File: src/hw/rtl/hrp_pkg.sv
// Shared types, constants and helper functions for the HTTP response header parser.
package hrp_pkg;

  // Widest match string, in bits; shorter strings sit right-aligned in this width.
  localparam int unsigned StrW = 23 * 8;

  localparam logic [4:0] MultiLen     = 5'd23;
  localparam logic [4:0] ClenLen      = 5'd15;
  localparam logic [4:0] TencLen      = 5'd18;
  localparam logic [4:0] HttpLen      = 5'd4;
  localparam logic [4:0] ChunkLen     = 5'd7;
  localparam logic [4:0] ClenDigitPos = 5'd16;
  localparam logic [4:0] PosMax       = 5'd31;
  localparam logic [2:0] ChunkDone    = 3'd7;

  // Case-folded prefixes are held in lower case.
  localparam logic [StrW-1:0] MultiStr = "content-type: multipart";
  localparam logic [StrW-1:0] ClenStr  = "content-length:";
  localparam logic [StrW-1:0] TencStr  = "transfer-encoding:";
  localparam logic [StrW-1:0] HttpStr  = "HTTP";
  localparam logic [StrW-1:0] ChunkStr = "chunked";

  localparam logic [7:0] ChLf    = 8'h0a;
  localparam logic [7:0] ChCr    = 8'h0d;
  localparam logic [7:0] ChTab   = 8'h09;
  localparam logic [7:0] ChVt    = 8'h0b;
  localparam logic [7:0] ChFf    = 8'h0c;
  localparam logic [7:0] ChSpace = 8'h20;
  localparam logic [7:0] ChZero  = 8'h30;
  localparam logic [7:0] ChNine  = 8'h39;
  localparam logic [7:0] ChUpA   = 8'h41;
  localparam logic [7:0] ChUpZ   = 8'h5a;

  // Prefix flag bit positions.
  localparam int unsigned FlagMulti = 0;
  localparam int unsigned FlagClen  = 1;
  localparam int unsigned FlagTenc  = 2;
  localparam int unsigned FlagHttp  = 3;

  typedef enum logic [1:0] {
    ModeNone     = 2'd0,
    ModeLength   = 2'd1,
    ModeChunked  = 2'd2,
    ModeBoundary = 2'd3
  } mode_e;

  typedef enum logic [3:0] {
    ScanToken   = 4'b0001,
    ScanWhite   = 4'b0010,
    ScanDigits  = 4'b0100,
    ScanStopped = 4'b1000
  } scan_e;

  typedef struct packed {
    logic [4:0]  line_pos;
    logic        first_line;
    logic [3:0]  pfx_flags;
    logic        has_content;
    logic [2:0]  chunk_st;
    scan_e       scan_phase;
    logic [15:0] code_acc;
    logic        code_found;
    logic        len_over;
    logic [63:0] len_acc;
    logic        len_seen;
    logic [63:0] len_reg;
    mode_e       mode;
    logic        hdr_done;
    logic [31:0] byte_cnt;
  } state_t;

  typedef struct packed {
    logic        header_done;
    logic        code_valid;
    logic [15:0] status_code;
    mode_e       transfer_mode;
    logic [63:0] body_length;
    logic [31:0] bytes_consumed;
  } result_t;

  localparam state_t StateReset = '{
    line_pos:    5'd0,
    first_line:  1'b1,
    pfx_flags:   4'hf,
    has_content: 1'b0,
    chunk_st:    3'd0,
    scan_phase:  ScanToken,
    code_acc:    16'd0,
    code_found:  1'b0,
    len_over:    1'b0,
    len_acc:     64'd0,
    len_seen:    1'b0,
    len_reg:     64'd0,
    mode:        ModeNone,
    hdr_done:    1'b0,
    byte_cnt:    32'd0
  };

  // Character at position pos of a right-aligned string of length len (pos < len).
  function automatic logic [7:0] char_at(logic [StrW-1:0] s, logic [4:0] len,
                                         logic [4:0] pos);
    logic [7:0]      amt;
    logic [StrW-1:0] sh;
    amt = {len - 5'd1 - pos, 3'b000};
    sh  = s >> amt;
    return sh[7:0];
  endfunction

  function automatic logic [7:0] to_lower(logic [7:0] c);
    return (c >= ChUpA && c <= ChUpZ) ? c + 8'd32 : c;
  endfunction

  function automatic logic is_white(logic [7:0] c);
    return c == ChSpace || c == ChTab || c == ChCr || c == ChVt || c == ChFf;
  endfunction

  function automatic logic is_digit(logic [7:0] c);
    return c >= ChZero && c <= ChNine;
  endfunction

endpackage

File: src/hw/rtl/hrp_step.sv
// Next-state and result logic for one received byte of the header parser.
module hrp_step (
  input  hrp_pkg::state_t  state_i,
  input  logic [7:0]       data_byte_i,
  input  logic             restart_i,
  output hrp_pkg::state_t  state_o,
  output logic             res_valid_o,
  output hrp_pkg::result_t res_o
);

  hrp_pkg::state_t st;
  hrp_pkg::state_t nxt;
  logic [7:0]  lc;
  logic [3:0]  dig;
  logic        white;
  logic        digit;
  logic        m_multi;
  logic        m_clen;
  logic        m_tenc;
  logic        m_http;
  logic [3:0]  pfx_new;
  logic [19:0] code_prod;
  logic [15:0] code_sat;
  logic [67:0] len_prod;
  logic [63:0] len_sat;

  assign st    = restart_i ? hrp_pkg::StateReset : state_i;
  assign lc    = hrp_pkg::to_lower(data_byte_i);
  assign dig   = data_byte_i[3:0];
  assign white = hrp_pkg::is_white(data_byte_i);
  assign digit = hrp_pkg::is_digit(data_byte_i);

  // Compare against each prefix; past its end a prefix no longer changes.
  assign m_multi = (st.line_pos >= hrp_pkg::MultiLen) ||
      (lc == hrp_pkg::char_at(hrp_pkg::MultiStr, hrp_pkg::MultiLen, st.line_pos));
  assign m_clen = (st.line_pos >= hrp_pkg::ClenLen) ||
      (lc == hrp_pkg::char_at(hrp_pkg::ClenStr, hrp_pkg::ClenLen, st.line_pos));
  assign m_tenc = (st.line_pos >= hrp_pkg::TencLen) ||
      (lc == hrp_pkg::char_at(hrp_pkg::TencStr, hrp_pkg::TencLen, st.line_pos));
  assign m_http = (st.line_pos >= hrp_pkg::HttpLen) ||
      (data_byte_i == hrp_pkg::char_at(hrp_pkg::HttpStr, hrp_pkg::HttpLen, st.line_pos));
  assign pfx_new = st.pfx_flags & {m_http, m_tenc, m_clen, m_multi};

  // Times ten plus digit as shifts and adds, then saturate.
  assign code_prod = ({4'b0, st.code_acc} << 3) + ({4'b0, st.code_acc} << 1) + {16'b0, dig};
  assign code_sat  = (|code_prod[19:16]) ? 16'hffff : code_prod[15:0];
  assign len_prod  = ({4'b0, st.len_acc} << 3) + ({4'b0, st.len_acc} << 1) + {64'b0, dig};
  assign len_sat   = (|len_prod[67:64]) ? '1 : len_prod[63:0];

  always_comb begin
    nxt         = st;
    res_valid_o = 1'b0;
    res_o       = '0;
    if (!st.hdr_done) begin
      if (st.byte_cnt != '1) begin
        nxt.byte_cnt = st.byte_cnt + 32'd1;
      end
      if (data_byte_i != hrp_pkg::ChLf) begin
        if (data_byte_i != hrp_pkg::ChCr) begin
          nxt.has_content = 1'b1;
        end
        nxt.pfx_flags = pfx_new;

        if (st.chunk_st != hrp_pkg::ChunkDone) begin
          if (data_byte_i == hrp_pkg::char_at(hrp_pkg::ChunkStr, hrp_pkg::ChunkLen,
                                              {2'b00, st.chunk_st})) begin
            nxt.chunk_st = st.chunk_st + 3'd1;
          end else if (data_byte_i == hrp_pkg::char_at(hrp_pkg::ChunkStr, hrp_pkg::ChunkLen,
                                                       5'd0)) begin
            nxt.chunk_st = 3'd1;
          end else begin
            nxt.chunk_st = 3'd0;
          end
        end

        if (st.first_line) begin
          unique case (st.scan_phase)
            hrp_pkg::ScanToken: begin
              if (white) nxt.scan_phase = hrp_pkg::ScanWhite;
            end
            hrp_pkg::ScanWhite: begin
              if (!white) begin
                nxt.scan_phase = hrp_pkg::ScanStopped;
                if (digit && pfx_new[hrp_pkg::FlagHttp]) begin
                  nxt.scan_phase = hrp_pkg::ScanDigits;
                  nxt.code_found = 1'b1;
                  nxt.code_acc   = {12'b0, dig};
                end
              end
            end
            hrp_pkg::ScanDigits: begin
              if (digit && pfx_new[hrp_pkg::FlagHttp]) begin
                nxt.code_acc = code_sat;
              end else begin
                nxt.scan_phase = hrp_pkg::ScanStopped;
              end
            end
            hrp_pkg::ScanStopped: begin
            end
            default: begin
              nxt.scan_phase = hrp_pkg::ScanStopped;
            end
          endcase
        end

        if (st.line_pos >= hrp_pkg::ClenDigitPos && pfx_new[hrp_pkg::FlagClen] &&
            !st.len_over) begin
          if (digit) begin
            nxt.len_acc  = len_sat;
            nxt.len_seen = 1'b1;
          end else begin
            nxt.len_over = 1'b1;
          end
        end

        if (st.line_pos != hrp_pkg::PosMax) begin
          nxt.line_pos = st.line_pos + 5'd1;
        end
      end else begin
        if (!st.has_content) begin
          nxt.hdr_done = 1'b1;
        end else begin
          priority if (st.pfx_flags[hrp_pkg::FlagMulti] &&
                       st.line_pos >= hrp_pkg::MultiLen) begin
            nxt.mode = hrp_pkg::ModeBoundary;
          end else if (st.pfx_flags[hrp_pkg::FlagClen] &&
                       st.line_pos >= hrp_pkg::ClenLen) begin
            if (st.len_seen) nxt.len_reg = st.len_acc;
            nxt.mode = hrp_pkg::ModeLength;
          end else if (st.pfx_flags[hrp_pkg::FlagTenc] &&
                       st.line_pos >= hrp_pkg::TencLen &&
                       st.chunk_st == hrp_pkg::ChunkDone) begin
            nxt.len_reg = '0;
            nxt.mode    = hrp_pkg::ModeChunked;
          end else begin
          end
        end
        // Start a fresh line.
        nxt.first_line  = 1'b0;
        nxt.line_pos    = '0;
        nxt.pfx_flags   = 4'hf;
        nxt.has_content = 1'b0;
        nxt.chunk_st    = '0;
        nxt.len_over    = 1'b0;
        nxt.len_acc     = '0;
        nxt.len_seen    = 1'b0;

        res_valid_o          = 1'b1;
        res_o.header_done    = !st.has_content;
        res_o.code_valid     = nxt.code_found;
        res_o.status_code    = nxt.code_found ? nxt.code_acc : 16'd0;
        res_o.transfer_mode  = nxt.mode;
        res_o.body_length    = nxt.len_reg;
        res_o.bytes_consumed = nxt.byte_cnt;
      end
    end
  end

  assign state_o = nxt;

endmodule

File: src/hw/rtl/http_response_header_parser_unit.sv
// Top level of the HTTP response header parser: handshakes, state and result registers.
//
// The parser takes one response byte per transaction and cuts the stream into
// LF-terminated lines. From the first line it reads the decimal status code after
// the version token; on later lines it recognizes Content-Type multipart,
// Content-Length (value read from offset 16) and Transfer-Encoding chunked,
// matching the prefixes case-insensitively. Each completed line yields one result
// transaction carrying the running status code, transfer mode, body length and
// header byte count; other bytes yield none. The empty line ends the header, after
// which bytes are dropped until one arrives with restart_i set. Throughput is one
// byte per clock while the input is not stalled: a byte sits in an input register
// while the per-byte logic (prefix compares and a multiply-by-ten built from shifts
// and adds) updates the parse state and loads the result register, so out_valid_o
// rises once a line's LF has passed through the input register and the result register.
// The input stalls only when the byte in the input register completes a line while
// the result register still holds a result that the downstream side has not taken.
module http_response_header_parser_unit (
  input  logic        clk_i,
  input  logic        rst_ni,
  input  logic        in_valid_i,
  output logic        in_stall_o,
  input  logic [7:0]  data_byte_i,
  input  logic        restart_i,
  output logic        out_valid_o,
  input  logic        out_stall_i,
  output logic        header_done_o,
  output logic        code_valid_o,
  output logic [15:0] status_code_o,
  output logic [1:0]  transfer_mode_o,
  output logic [63:0] body_length_o,
  output logic [31:0] bytes_consumed_o
);

  // Input register.
  logic       s1_valid_q;
  logic       s1_valid_d;
  logic [7:0] s1_byte_q;
  logic       s1_restart_q;

  // Parse state.
  hrp_pkg::state_t state_q;
  hrp_pkg::state_t state_d;

  // Result register.
  logic             out_valid_q;
  logic             out_valid_d;
  hrp_pkg::result_t out_res_q;

  logic             step_res_valid;
  hrp_pkg::result_t step_res;
  logic             out_free;
  logic             s1_go;
  logic             in_accept;

  hrp_step u_step (
    .state_i     (state_q),
    .data_byte_i (s1_byte_q),
    .restart_i   (s1_restart_q),
    .state_o     (state_d),
    .res_valid_o (step_res_valid),
    .res_o       (step_res)
  );

  // The result slot is free when empty or being drained this cycle.
  assign out_free = !out_valid_q || !out_stall_i;
  // Advance the byte unless it completes a line and the slot is occupied.
  assign s1_go      = s1_valid_q && (!step_res_valid || out_free);
  assign in_stall_o = s1_valid_q && !s1_go;
  assign in_accept  = in_valid_i && !in_stall_o;

  always_comb begin
    s1_valid_d = s1_valid_q;
    if (in_accept) begin
      s1_valid_d = 1'b1;
    end else if (s1_go) begin
      s1_valid_d = 1'b0;
    end
  end

  always_comb begin
    out_valid_d = out_valid_q;
    if (s1_go && step_res_valid) begin
      out_valid_d = 1'b1;
    end else if (!out_stall_i) begin
      out_valid_d = 1'b0;
    end
  end

  always_ff @(posedge clk_i or negedge rst_ni) begin
    if (!rst_ni) begin
      s1_valid_q  <= 1'b0;
      out_valid_q <= 1'b0;
      state_q     <= hrp_pkg::StateReset;
    end else begin
      s1_valid_q  <= s1_valid_d;
      out_valid_q <= out_valid_d;
      if (s1_go) begin
        state_q <= state_d;
      end
    end
  end

  // Payload registers: hold while not loading.
  always_ff @(posedge clk_i) begin
    if (in_accept) begin
      s1_byte_q    <= data_byte_i;
      s1_restart_q <= restart_i;
    end
    if (s1_go && step_res_valid) begin
      out_res_q <= step_res;
    end
  end

  assign out_valid_o      = out_valid_q;
  assign header_done_o    = out_res_q.header_done;
  assign code_valid_o     = out_res_q.code_valid;
  assign status_code_o    = out_res_q.status_code;
  assign transfer_mode_o  = out_res_q.transfer_mode;
  assign body_length_o    = out_res_q.body_length;
  assign bytes_consumed_o = out_res_q.bytes_consumed;

`ifndef SYNTHESIS
  // A new result never overwrites one still waiting downstream.
  a_no_overwrite: assert property (@(posedge clk_i) disable iff (!rst_ni)
    s1_go && step_res_valid |-> out_free)
    else $error("result register overwritten while stalled");

  // Without a status code the reported code is zero.
  a_code_zero: assert property (@(posedge clk_i) disable iff (!rst_ni)
    out_valid_o && !code_valid_o |-> status_code_o == 16'd0)
    else $error("status code nonzero without code_valid");

  // Chunked mode always comes with a cleared length.
  a_chunked_len: assert property (@(posedge clk_i) disable iff (!rst_ni)
    out_valid_o && transfer_mode_o == hrp_pkg::ModeChunked |-> body_length_o == 64'd0)
    else $error("chunked mode with nonzero body length");

  // A header byte taken without restart leaves a nonzero byte count.
  a_count_moves: assert property (@(posedge clk_i) disable iff (!rst_ni)
    s1_go && !s1_restart_q && !state_q.hdr_done |=> state_q.byte_cnt != 32'd0)
    else $error("byte counter did not advance");
`endif

endmodule
File: config.mk
export PLATFORM = sky130hd
export DESIGN_NAME = http_response_header_parser_unit
export DESIGN_NICKNAME = d
export VERILOG_FILES = /design/src/hw/rtl/hrp_pkg.sv /design/src/hw/rtl/hrp_step.sv /design/src/hw/rtl/http_response_header_parser_unit.sv
export SDC_FILE = /design/constraint.sdc
export NUM_CORES = 1
export LEC_CHECK = 0
export BUFFER_PORTS_ARGS = -buffer_cell sky130_fd_sc_hd__buf_4
export CAP_MARGIN = 20
export CORE_ASPECT_RATIO = 0.8
export CORE_MARGIN = 10
export CORE_UTILIZATION = 25
export CTS_CLUSTER_SIZE = 24
export DETAILED_ROUTE_END_ITERATION = 16
export PLACE_DENSITY = 0.47
export SLEW_MARGIN = 20
export SYNTH_ARGS = -nofsm -noshare
export SYNTH_HDL_FRONTEND = slang
export SYNTH_SLANG_ARGS = --single-unit
File: constraint.sdc
create_clock -name clk_i -period 5.7 [get_ports clk_i]
set_input_delay 1.71 -clock clk_i [delete_from_list [all_inputs] [get_ports clk_i]]
set_output_delay 1.71 -clock clk_i [all_outputs]
set_load 0.005 [all_outputs]
==> run_results.csv, run 1 <==
group,metric,value,unit
cts,cts_made_buffers,42,
cts,clock-sinks,327,
synthesis,syn_inst,2541,
sta,worst_pin_slew,1.058,ns
routing,wl,71270,um
routing,via_count,19290,
global_routing,grt_util_all_layers,0.1330,
power,switching_share,0.2582,
global_routing,grt_pass1_vias,18460,
floorplan,dieWidth,357.5,um
routing,wire_per_inst,18.63,um
power,clockPowerShare,0.474,
routing,drc,0,
synthesis,async_flop_share,0.6177,
global_routing,grt.busiest_layer,"met1",
floorplan,rows,98,
sta,slew_viol_final,0,
cts,cts_resized,0,
run_status,run_status,"finished clean",
final_layout,area_delta_synth_final,16.41,%
synthesis,synth-edff-count,125,
placement,io_buffers,130,
sta,max_freq,200.2,MHz
synthesis,yosys_warnings,0,
routing,routed_via_density,5.042,
sta,min_period,4.996,ns
power,leakagePower,0.01142,uW
final_layout,seq_area,8816,um2
sta,hold_viol,0,
cts,cts_hold_buf,0,
cts,post_cts.repair.setup_buffers,0,
global_routing,antenna_found_initial,1,
global_routing,grt_util_met3,0.02113,
final_layout,fillers,9403,
synthesis,ys_ff_latch,327,
power,p_int,4296,uW
cts,clockBufferDepth,3,
routing,drt_iter0_drc,1477,
floorplan,initial_core_util,0.2534,
min_path,hold_path_class,"flop to flop",
power,power.switching,1496,uW
critical_path,worstSetupEndpointType,"flop",
final_layout,final_nets,2789,
critical_path,start_kind,"flop",
floorplan,die_h,290.0,um
cts,clk_pin_slew,0.06,ns
final_layout,diodes,0,
cts,cts_root_buf,"clkbuf_16",
floorplan,io_pins,131,
power,powerDensity,218.4,nW/um2
final_layout,layout-drive-gt1-share,0.1120,
global_routing,gr-usage-met1,0.2164,
placement,dpl.hpwl,50650,um
final_layout,final_cells,3825,
sta,fin_crit_sh,0.8764,
global_routing,grt_util_met2,0.1779,
synthesis,yosys.cell_types.count,97,
synthesis,postSynthAreaPerCell,8.964,um2
final_layout,multiInputGateArea,13160,um2
power,p_comb_frac,0.092,
synthesis,synthFlopType,"dfrtp_1",
floorplan,fp.dieArea,103700,um2
synthesis,yosysSeqAreaShare,0.3870,
routing,postRouteAntennaNets,0,
sta,tns,0,ns
routing,dr.pass1.iters,5,
critical_path,worstPathArrival,5.41,ns
critical_path,worstPathMaxFanout,34,
sta,fin_worst_skew,0.03844,ns
critical_path,required,6.11,ns
placement,dp_cells,3747,
sta,finalSetupViolCount,0,
flow_run,drv_cap,0,
floorplan,coreArea,89880,um2
global_routing,grt_overflow,0,
cts,cts_htree_levels,2,
synthesis,syn_area,22780,um2
global_routing,grt_pass1_wl,113100,um
global_routing,grt_max_degree,88,
power,ir_drop,202.3,uV
cts,cts_tree,"done",
critical_path,crit_type,"flop to flop",
placement,gp_congestion,0.8593,
cts,clock_latency,0.59,ns
sta,slew_headroom,0.2944,
power,p_seq_frac,0.434,
sta,rsz0062_at_grt,"false",
synthesis,synthesis.nets,2739,
critical path: stages (launching register included):
cell      delay (ns)
edfxtp_1        0.44
buf_12          0.23
clkinv_1        0.46
nand2_1         0.40
inv_1           0.14
ha_1            0.32
ha_1            0.45
nand3_1         0.24
or4_1           0.50
a311oi_1        0.28
a211oi_1        0.11
nand2_1         0.08
mux2_2          0.17
o311ai_4        0.10
buf_4           0.25
nor3_2          0.47
a31oi_1         0.16
synthesized netlist by cell type (7+ instances only):
| master | instances | area [um2] |
|---|---|---|
| mux2i_1 | 27 | 270.3 |
| o21bai_1 | 19 | 142.6 |
| dfrtp_1 | 196 | 4905 |
| nor3_1 | 37 | 185.2 |
| o211ai_1 | 12 | 90.09 |
| nand2_1 | 258 | 968.4 |
| a22oi_1 | 72 | 540.5 |
| o41ai_1 | 10 | 87.58 |
| o21ai_1 | 39 | 195.2 |
| buf_2 | 30 | 150.1 |
| a22o_1 | 67 | 586.8 |
| or4_1 | 7 | 52.55 |
| inv_1 | 53 | 198.9 |
| nand4_1 | 32 | 200.2 |
| clkbuf_1 | 118 | 442.9 |
| or3_1 | 12 | 75.07 |
| o21a_1 | 10 | 75.07 |
| nand2b_1 | 11 | 68.82 |
| nor2_1 | 238 | 893.4 |
| xor2_1 | 40 | 350.3 |
| nand3_1 | 44 | 220.2 |
| a21oi_1 | 149 | 745.7 |
| and3_1 | 21 | 131.4 |
| ha_1 | 182 | 2277 |
| a31oi_1 | 26 | 162.7 |
| o21ai_0 | 226 | 1131 |
| a211oi_1 | 11 | 82.58 |
| mux2_2 | 7 | 78.83 |
| a21o_1 | 42 | 315.3 |
| nor4_1 | 65 | 406.6 |
| and2_1 | 25 | 156.4 |
| buf_1 | 11 | 41.29 |
| xnor2_1 | 86 | 753.2 |
| o31ai_1 | 10 | 75.07 |
| nor2b_1 | 94 | 588.1 |
| edfxtp_1 | 125 | 3754 |
metrics by stage:
step           area [um2]  setup WS, ns  utilization  power, uW  hold slack, ns
2_1_floorplan       22780        0.5788            -       2904          0.4414
3_3_place_gp        25070        0.8535       0.2789       3083          0.4586
3_5_place_dp        25100        0.7578       0.2792       3082          0.4587
4_1_cts             26510        0.7435       0.2949       5884          0.4711
5_1_grt             26520        0.4049       0.2950       6041          0.4998
6_report            26520        0.7044       0.2950       5792          0.4702
cells in the final DEF (no fill, tap or decap), drive strengths merged, types with 40 or more instances in the layout:
| cell type | instances |
|---|---|
| a21o | 42 |
| a21oi | 149 |
| a22o | 67 |
| a22oi | 72 |
| buf | 172 |
| clkbuf | 55 |
| dfrtp | 196 |
| edfxtp | 125 |
| ha | 182 |
| inv | 56 |
| nand2 | 258 |
| nand3 | 45 |
| nor2 | 239 |
| nor2b | 94 |
| nor4 | 68 |
| o21ai | 267 |
| xnor2 | 86 |
| xor2 | 40 |
cells by family (layout without fill, tap and decap cells):
logic type / after synthesis / count (layout) / synth area share
AO/OA/AOI/OAI: 763 / 763 / 0.2163
XOR/XNOR: 126 / 126 / 0.04845
adder cells (fa/ha/maj): 185 / 185 / 0.1026
buffers and inverters: 221 / 305 / 0.03977
flip-flops: 327 / 327 / 0.3870
multiplexers: 36 / 36 / 0.01730
AND/OR/NAND/NOR: 883 / 883 / 0.1885
worst paths after layout:
kind / from / to / slack (ns) / cells past startpoint
setup / recovery: s1_restart_q / state_q[163] / 0.70 / 16
hold reg to reg: state_q[165] / state_q[165] / 0.47 / 1
setup reg to reg: s1_restart_q / state_q[163] / 0.70 / 16
hold / removal: state_q[165] / state_q[165] / 0.47 / 1
min in group asynchronous: rst_ni / state_q[16] / 1.14 / 1
max in group asynchronous: rst_ni / out_valid_o / 3.51 / 2
power groups by stage:
stage               logic (uW)  registers (uW)  clock network (uW)
global route               591            2510                2940
detailed placement         527            2550                   0
finish                     533            2510                2750
CTS                        530            2510                2840
global placement           528            2550                   0
floorplan                  381            2520                   0
cell type report:
class,instances,area share
Timing Repair Buffer,172,0.05351
Multi-Input combinational cell,1993,0.4962
Tap cell,1200,0.05662
Clock buffer,55,0.04303
Clock inverter,23,0.01019
Sequential cell,327,0.3325
Inverter,55,0.007974
flip-flops by register name, indices dropped and copies added (netlist names), 2 cells and up:
register          count
transfer_mode_o       2
status_code_o        16
state_q             200
body_length_o        64
s1_byte_q             8
bytes_consumed_o     32
routing by layer:
layer,part of all wire,up-vias
met1,0.54,9347
met5,0,-
met2,0.39,455
met4,0.015,0
met3,0.057,66
li1,-,9417
Note: power is estimated with default switching activity, not from simulation.
==> run 2, diff against run 1 <==
--- a/config.mk
+++ b/config.mk
@@ -12,8 +12,9 @@
 export CORE_UTILIZATION = 25
 export CTS_CLUSTER_SIZE = 24
 export DETAILED_ROUTE_END_ITERATION = 16
-export PLACE_DENSITY = 0.47
+export PLACE_DENSITY = 0.39
 export SLEW_MARGIN = 20
 export SYNTH_ARGS = -nofsm -noshare
 export SYNTH_HDL_FRONTEND = slang
+export SYNTH_HIERARCHICAL = 1
 export SYNTH_SLANG_ARGS = --single-unit
==> constraint.sdc (replaced) <==
create_clock -name clk_i -period 4.15 [get_ports clk_i]
set_input_delay 1.245 -clock clk_i [delete_from_list [all_inputs] [get_ports clk_i]]
set_output_delay 1.245 -clock clk_i [all_outputs]
set_load 0.005 [all_outputs]
==> run 2 against run 1 <==
Net effect:
- the run now ends with negative setup slack left
- global-route usage up 2.7 points
- non-clock buffer count up 475
- final cell count up 43%
- maximum frequency up 15%
- critical path type unchanged
- sequential power up 36%
- critical path depth up 4
==> run_results.csv, run 2 <==
group,metric,value,unit
placement,gp_congestion,0.8598,
critical_path,worstPathArrival,4.89,ns
synthesis,post-synth-top-area-fraction,0.1672,
power,powerDensity,232.9,nW/um2
cts,cts_tree,"done",
routing,drc,0,
final_layout,multiInputGateArea,20360,um2
global_routing,grt_overflow,0,
synthesis,yosysSeqAreaShare,0.3005,
sta,slew_headroom,0.2583,
critical_path,required,4.69,ns
synthesis,synth_commonest_cells,"nand2_1 (458), nor2_1 (272), nand4_1 (232)",
floorplan,initial_core_util,0.2517,
synthesis,synthTopCellsByArea,"dfrtp_1 (17%), edfxtp_1 (13%), o211ai_2 (8.5%), ha_1 (7.8%), nand2_1 (5.9%)",
cts,cts_made_buffers,46,
critical_path,crit_type,"flop to flop",
final_layout,layout-drive-gt1-share,0.3031,
floorplan,rows,112,
global_routing,grt_util_all_layers,0.1598,
synthesis,yosys_warnings,6,
synthesis,synthFlopType,"dfrtp_1",
sta,rsz0062_at_grt,"true",
sta,max_freq,229.8,MHz
synthesis,synth.largest_area_cell,"dfrtp_1",
final_layout,final_cells,5462,
floorplan,die_h,326.4,um
sta,slew_viol_final,0,
routing,postRouteAntennaNets,0,
final_layout,regMostFlops,"state_q",
cts,clk_pin_slew,0.06,ns
routing,drt_iter0_drc,1876,
critical_path,reg2reg_slack,-0.20,ns
placement,dp_cells,5350,
global_routing,grt_max_degree,110,
placement,pre_cts_ws,-0.3617,ns
synthesis,postSynthAreaPerCell,8.422,um2
run_status,violations,"negative setup slack",
global_routing,grt_pass1_wl,170100,um
power,leakagePower,0.01563,uW
synthesis,synth.most_common_cell,"nand2_1",
cts,clock_latency,0.63,ns
flow_run,drv_cap,0,
floorplan,io_pins,131,
critical_path,crit-reg2reg-launch,"s1_restart_q",
final_layout,final_common_cell,"buf_4",
floorplan,coreArea,116600,um2
final_layout,area_delta_synth_final,30.20,%
placement,dpl.hpwl,75290,um
final_layout,final_cell_mix,"buf_4 (610), nand2_1 (450), nor2_1 (269), nand4_1 (232), nand2b_1 (220)",
final_layout,seq_area,8827,um2
floorplan,fp.dieArea,131600,um2
final_layout,final_nets,4085,
synthesis,synth-edff-count,125,
sta,fin_crit_sh,1.049,
sta,worst_pin_slew,1.113,ns
critical_path,worstSetupEndpointType,"flop",
synthesis,yosys.cell_types.count,91,
final_layout,diodes,0,
sta,min_period,4.351,ns
routing,routed_via_density,5.083,
sta,fin_worst_skew,0.01753,ns
synthesis,ys_ff_latch,327,
final_layout,fillers,12270,
sta,finalSetupViolCount,62,
synthesis,async_flop_share,0.6177,
min_path,worst_hold_path.endpoint,"state_q[85]",
sta,hold_viol,0,
final_layout,largest_reg_flops,200,
power,ir_drop,267.7,uV
min_path,hold_path_class,"flop to flop",
cts,clock-sinks,327,
min_path,hp-start,"state_q[85]",
global_routing,grt_pass1_vias,27430,
routing,wire_per_inst,19.97,um
routing,wl,109100,um
global_routing,antenna_found_initial,1,
synthesis,syn_area,29340,um2
floorplan,dieWidth,403.0,um
placement,io_buffers,130,
synthesis,syn_inst,3484,
cts,cts_root_buf,"clkbuf_16",
run_status,run_status,"complete, but fails checks",
routing,dr.pass1.iters,5,
cts,clockBufferDepth,3,
cts,cts_htree_levels,2,
critical_path,worstPathMaxFanout,14,
synthesis,synthesis.nets,3683,
critical_path,ff2ff_path_depth,20,
min_path,holdPathStages,2,
routing,via_count,27760,
sta,setup_ws,-0.2013,ns
critical_path,start_kind,"flop",
critical_path,rr_endpoint,"state_q[144]",
run 2: power by group:
part	switching, uW	internal (uW)
logic	664	408
registers	46.7	3370
clock network	1720	2690
run 2: worst max path at each step:
stage / from / depth (start not counted) / endpoint / slack (ns)
6_report: s1_restart_q / 20 / state_q[144] / -0.20
5_1_grt: s1_restart_q / 20 / state_q[115] / -0.39
4_1_cts: s1_restart_q / 18 / state_q[119] / -0.15
3_5_place_dp: s1_restart_q / 19 / state_q[153] / -0.36
3_3_place_gp: s1_restart_q / 19 / state_q[153] / -0.33
2_1_floorplan: s1_restart_q / 24 / state_q[151] / -0.22
run 2: kinds of logic (layout without fill, tap and decap cells):
kind of cell,count (synthesis),in the layout,synth area share
flip-flops,327,327,0.3005
adder cells (fa/ha/maj),186,186,0.08009
AND/OR/NAND/NOR,1554,1554,0.2686
multiplexers,17,17,0.006481
buffers and inverters,342,781,0.05441
AO/OA/AOI/OAI,914,914,0.2467
XOR/XNOR,144,144,0.04324
run 2: metal layers:
metal	GRT usage	vias up	share of wire
li1	-	13580	-
met1	0.2524	13590	0.54
met3	0.02241	88	0.040
met2	0.2236	510	0.40
met4	0.03356	0	0.016
met5	0	-	0
run 2: final cells by class:
class	count	share of cell area
clock buffers	56	0.03138
clock inverters	29	0.01117
inverters	49	0.005142
multi-input cells	2815	0.5328
flip-flops and latches	327	0.2311
well taps	1539	0.05040
repair buffers	647	0.1380
run 2: per-stage QoR:
step	instance area [um2]	util	TNS, ns	power [uW]	hold slack (ns)
CTS	37840	0.3245	-3.936	9050	0.5203
floorplan	30090	-	-12.56	4099	0.4799
global route	38200	0.3277	-22.38	9257	0.5439
global placement	35380	0.3034	-15.61	4532	0.4973
detailed placement	35380	0.3034	-17.20	4521	0.5031
finish	38200	0.3277	-5.855	8896	0.5158
run 2: what timing repair did:
action                     in CTS  in global routing
hold buffers                    0                  0
setup buffers                  17                  7
hold endpoints to repair        0                  0
gates cloned                    3                  0
pin swaps                      17                 30
setup endpoints to repair      73                 85
gates resized for setup       112                 66
run 2: critical path, stage by stage, from the launching register on:
cell and delay, ns:
edfxtp_1 0.47, buf_12 0.19, buf_12 0.15, nor2b_4 0.15, buf_4 0.13, ha_1 0.25, ha_4 0.31, nand4_1 0.20
nor4_4 0.34, buf_4 0.16, a211oi_1 0.06, a32oi_1 0.24, o21ai_2 0.12, o31a_1 0.30, o311a_1 0.10, and4b_4 0.23
buf_12 0.14, bufbuf_16 0.28, a31oi_4 0.14, nand2_2 0.06, o211ai_2 0.18
==> run 3, diff against run 2 <==
--- a/config.mk
+++ b/config.mk
@@ -5,7 +5,7 @@
 export SDC_FILE = /design/constraint.sdc
 export NUM_CORES = 1
 export LEC_CHECK = 0
-export BUFFER_PORTS_ARGS = -buffer_cell sky130_fd_sc_hd__buf_4
+export BUFFER_PORTS_ARGS = -buffer_cell sky130_fd_sc_hd__clkbuf_2
 export CAP_MARGIN = 20
 export CORE_ASPECT_RATIO = 0.8
 export CORE_MARGIN = 10
==> run 3 against run 2 <==
Net effect:
- the run still ends with negative setup slack left
- worst hold slack got worse by 0.0048 ns
- clock-buffer cell count increased by 5
- non-clock buffer count decreased by 47
- clock power decreased by 3%
- register-to-register slack about the same
- critical endpoint is now state_q[110]
- highest routed layer unchanged
==> run_results.csv, run 3 (same netlist as run 2, synthesis figures left out) <==
group,metric,value,unit
power,p_int,6273,uW
routing,drc,0,
sta,tns,-8.599,ns
run_status,run_status,"complete, but fails checks",
global_routing,antenna_found_initial,2,
final_layout,layout-drive-gt1-share,0.2997,
cts,cts_tree,"done",
placement,gp_congestion,0.8458,
routing,drt_iter0_drc,1913,
min_path,hold_path_class,"flop to flop",
power,power.switching,2497,uW
critical_path,worstPathArrival,4.91,ns
global_routing,grt_util_all_layers,0.1617,
critical_path,crit-reg2reg-launch,"s1_restart_q",
cts,cts_root_buf,"clkbuf_16",
global_routing,grt_pass1_wl,172100,um
run_status,violations,"negative setup slack",
power,switching_share,0.2848,
power,clockPowerShare,0.486,
floorplan,die_h,326.4,um
sta,fin_worst_skew,0.04176,ns
final_layout,final_nets,4038,
sta,worst_pin_slew,1.060,ns
power,powerDensity,231.3,nW/um2
power,leakagePower,0.01534,uW
routing,dr.pass1.iters,6,
sta,slew_headroom,0.2934,
power,ir_drop,270.0,uV
final_layout,largest_reg_flops,200,
sta,finalSetupViolCount,63,
cts,clock_latency,0.66,ns
power,p_seq_frac,0.390,
sta,slew_viol_final,0,
placement,pre_cts_ws,-0.4315,ns
floorplan,initial_core_util,0.2517,
critical_path,worstSetupEndpointType,"flop",
cts,cts_made_buffers,46,
cts,clock-sinks,327,
cts,clockBufferDepth,3,
critical_path,ff2ff_path_depth,19,
final_layout,final_cell_mix,"nand2_1 (449), buf_4 (429), nor2_1 (269), nand4_1 (232), nand2b_1 (220)",
routing,via_count,27820,
sta,max_freq,229.3,MHz
min_path,worst_hold_path.endpoint,"state_q[98]",
floorplan,coreArea,116600,um2
routing,routed_via_density,5.135,
final_layout,fillers,12300,
sta,hold_viol,0,
final_layout,area_delta_synth_final,29.23,%
sta,fin_crit_sh,1.051,
floorplan,fp.dieArea,131600,um2
floorplan,io_pins,131,
floorplan,rows,112,
global_routing,grt_pass1_vias,27650,
critical_path,rr_endpoint,"state_q[110]",
critical_path,reg2reg_slack,-0.21,ns
final_layout,regMostFlops,"state_q",
routing,wl,110500,um
critical_path,start_kind,"flop",
sta,rsz0062_at_grt,"true",
min_path,holdPathStages,2,
critical_path,crit_type,"flop to flop",
critical_path,required,4.70,ns
floorplan,dieWidth,403.0,um
placement,dpl.hpwl,73890,um
global_routing,grt_overflow,0,
final_layout,final_common_cell,"nand2_1",
flow_run,drv_cap,0,
power,p_comb_frac,0.123,
sta,min_period,4.360,ns
sta,setup_ws,-0.2102,ns
routing,wire_per_inst,20.39,um
cts,clk_pin_slew,0.06,ns
cts,cts_htree_levels,2,
placement,io_buffers,130,
critical_path,worstPathMaxFanout,17,
routing,postRouteAntennaNets,0,
min_path,hp-start,"state_q[98]",
global_routing,grt_max_degree,137,
==> run 3: metal layers <==
layer | vias up | GRT usage | share of wire
li1 | 13500 | - | -
met1 | 13730 | 0.2474 | 0.53
met2 | 502 | 0.2327 | 0.41
met3 | 90 | 0.02910 | 0.049
met4 | 0 | 0.03046 | 0.014
met5 | - | 0.002192 | 0
==> run 3: area by class of cell <==
cell class | instances | area [um2] | share of cell area
multi-input cells | 2815 | 20660 | 0.5448
flip-flops and latches | 327 | 8827 | 0.2328
repair buffers | 600 | 4715 | 0.1243
well taps | 1539 | 1926 | 0.05079
clock buffers | 61 | 1237 | 0.03264
clock inverters | 25 | 349.1 | 0.009207
inverters | 49 | 201.4 | 0.005313
diodes | 2 | 5.005 | 0.0001320
==> run 3: worst max-delay path by stage <==
stage / startpoint / to / slack, ns
final: s1_restart_q / state_q[110] / -0.21
after detailed placement: s1_restart_q / state_q[104] / -0.43
after global placement: s1_restart_q / state_q[151] / -0.36
after global routing: s1_restart_q / state_q[109] / -0.41
after floorplan: s1_restart_q / state_q[151] / -0.22
after CTS: s1_restart_q / state_q[141] / -0.17
==> run 3: power by group through the flow <==
stage / sequential, uW / clock, uW / combinational [uW]
after floorplan: 3460 / 0 / 640
after global placement: 3480 / 0 / 1010
after detailed placement: 3480 / 0 / 1010
after CTS: 3420 / 4420 / 1060
after global routing: 3430 / 4520 / 1170
final: 3420 / 4270 / 1080
==> run 3: stage by stage <==
stage	instance area, um2	hold slack [ns]	utilization	total power, uW	instances
2_1_floorplan	30090	0.4799	-	4099	3484
3_5_place_dp	34620	0.5012	0.2970	4487	5292
4_1_cts	37240	0.5154	0.3194	8895	5400
5_1_grt	37910	0.5287	0.3252	9114	5416
6_report	37920	0.5110	0.3252	8770	5418
3_3_place_gp	34620	0.4959	0.2970	4493	5292
==> run 3: worst max-delay path, stage by stage (launching register included) <==
cell	delay [ns]
edfxtp_1	0.45
buf_12	0.21
buf_16	0.18
buf_4	0.19
nor2b_4	0.16
ha_1	0.28
ha_4	0.30
and3_4	0.19
nand4_1	0.13
or2_2	0.34
or3_1	0.35
o31a_1	0.24
o311a_1	0.10
and4b_2	0.27
buf_4	0.15
buf_12	0.15
and3_1	0.16
a211oi_2	0.16
nand2_1	0.10
o211ai_2	0.16
==> run 3: what timing repair did <==
action                                  CTS  global route
pin swaps                                20            22
hold buffers                              0             0
resized for setup                       140            85
buffers inserted                         18            12
endpoints found under the setup margin   76            83
cloned                                    4             4
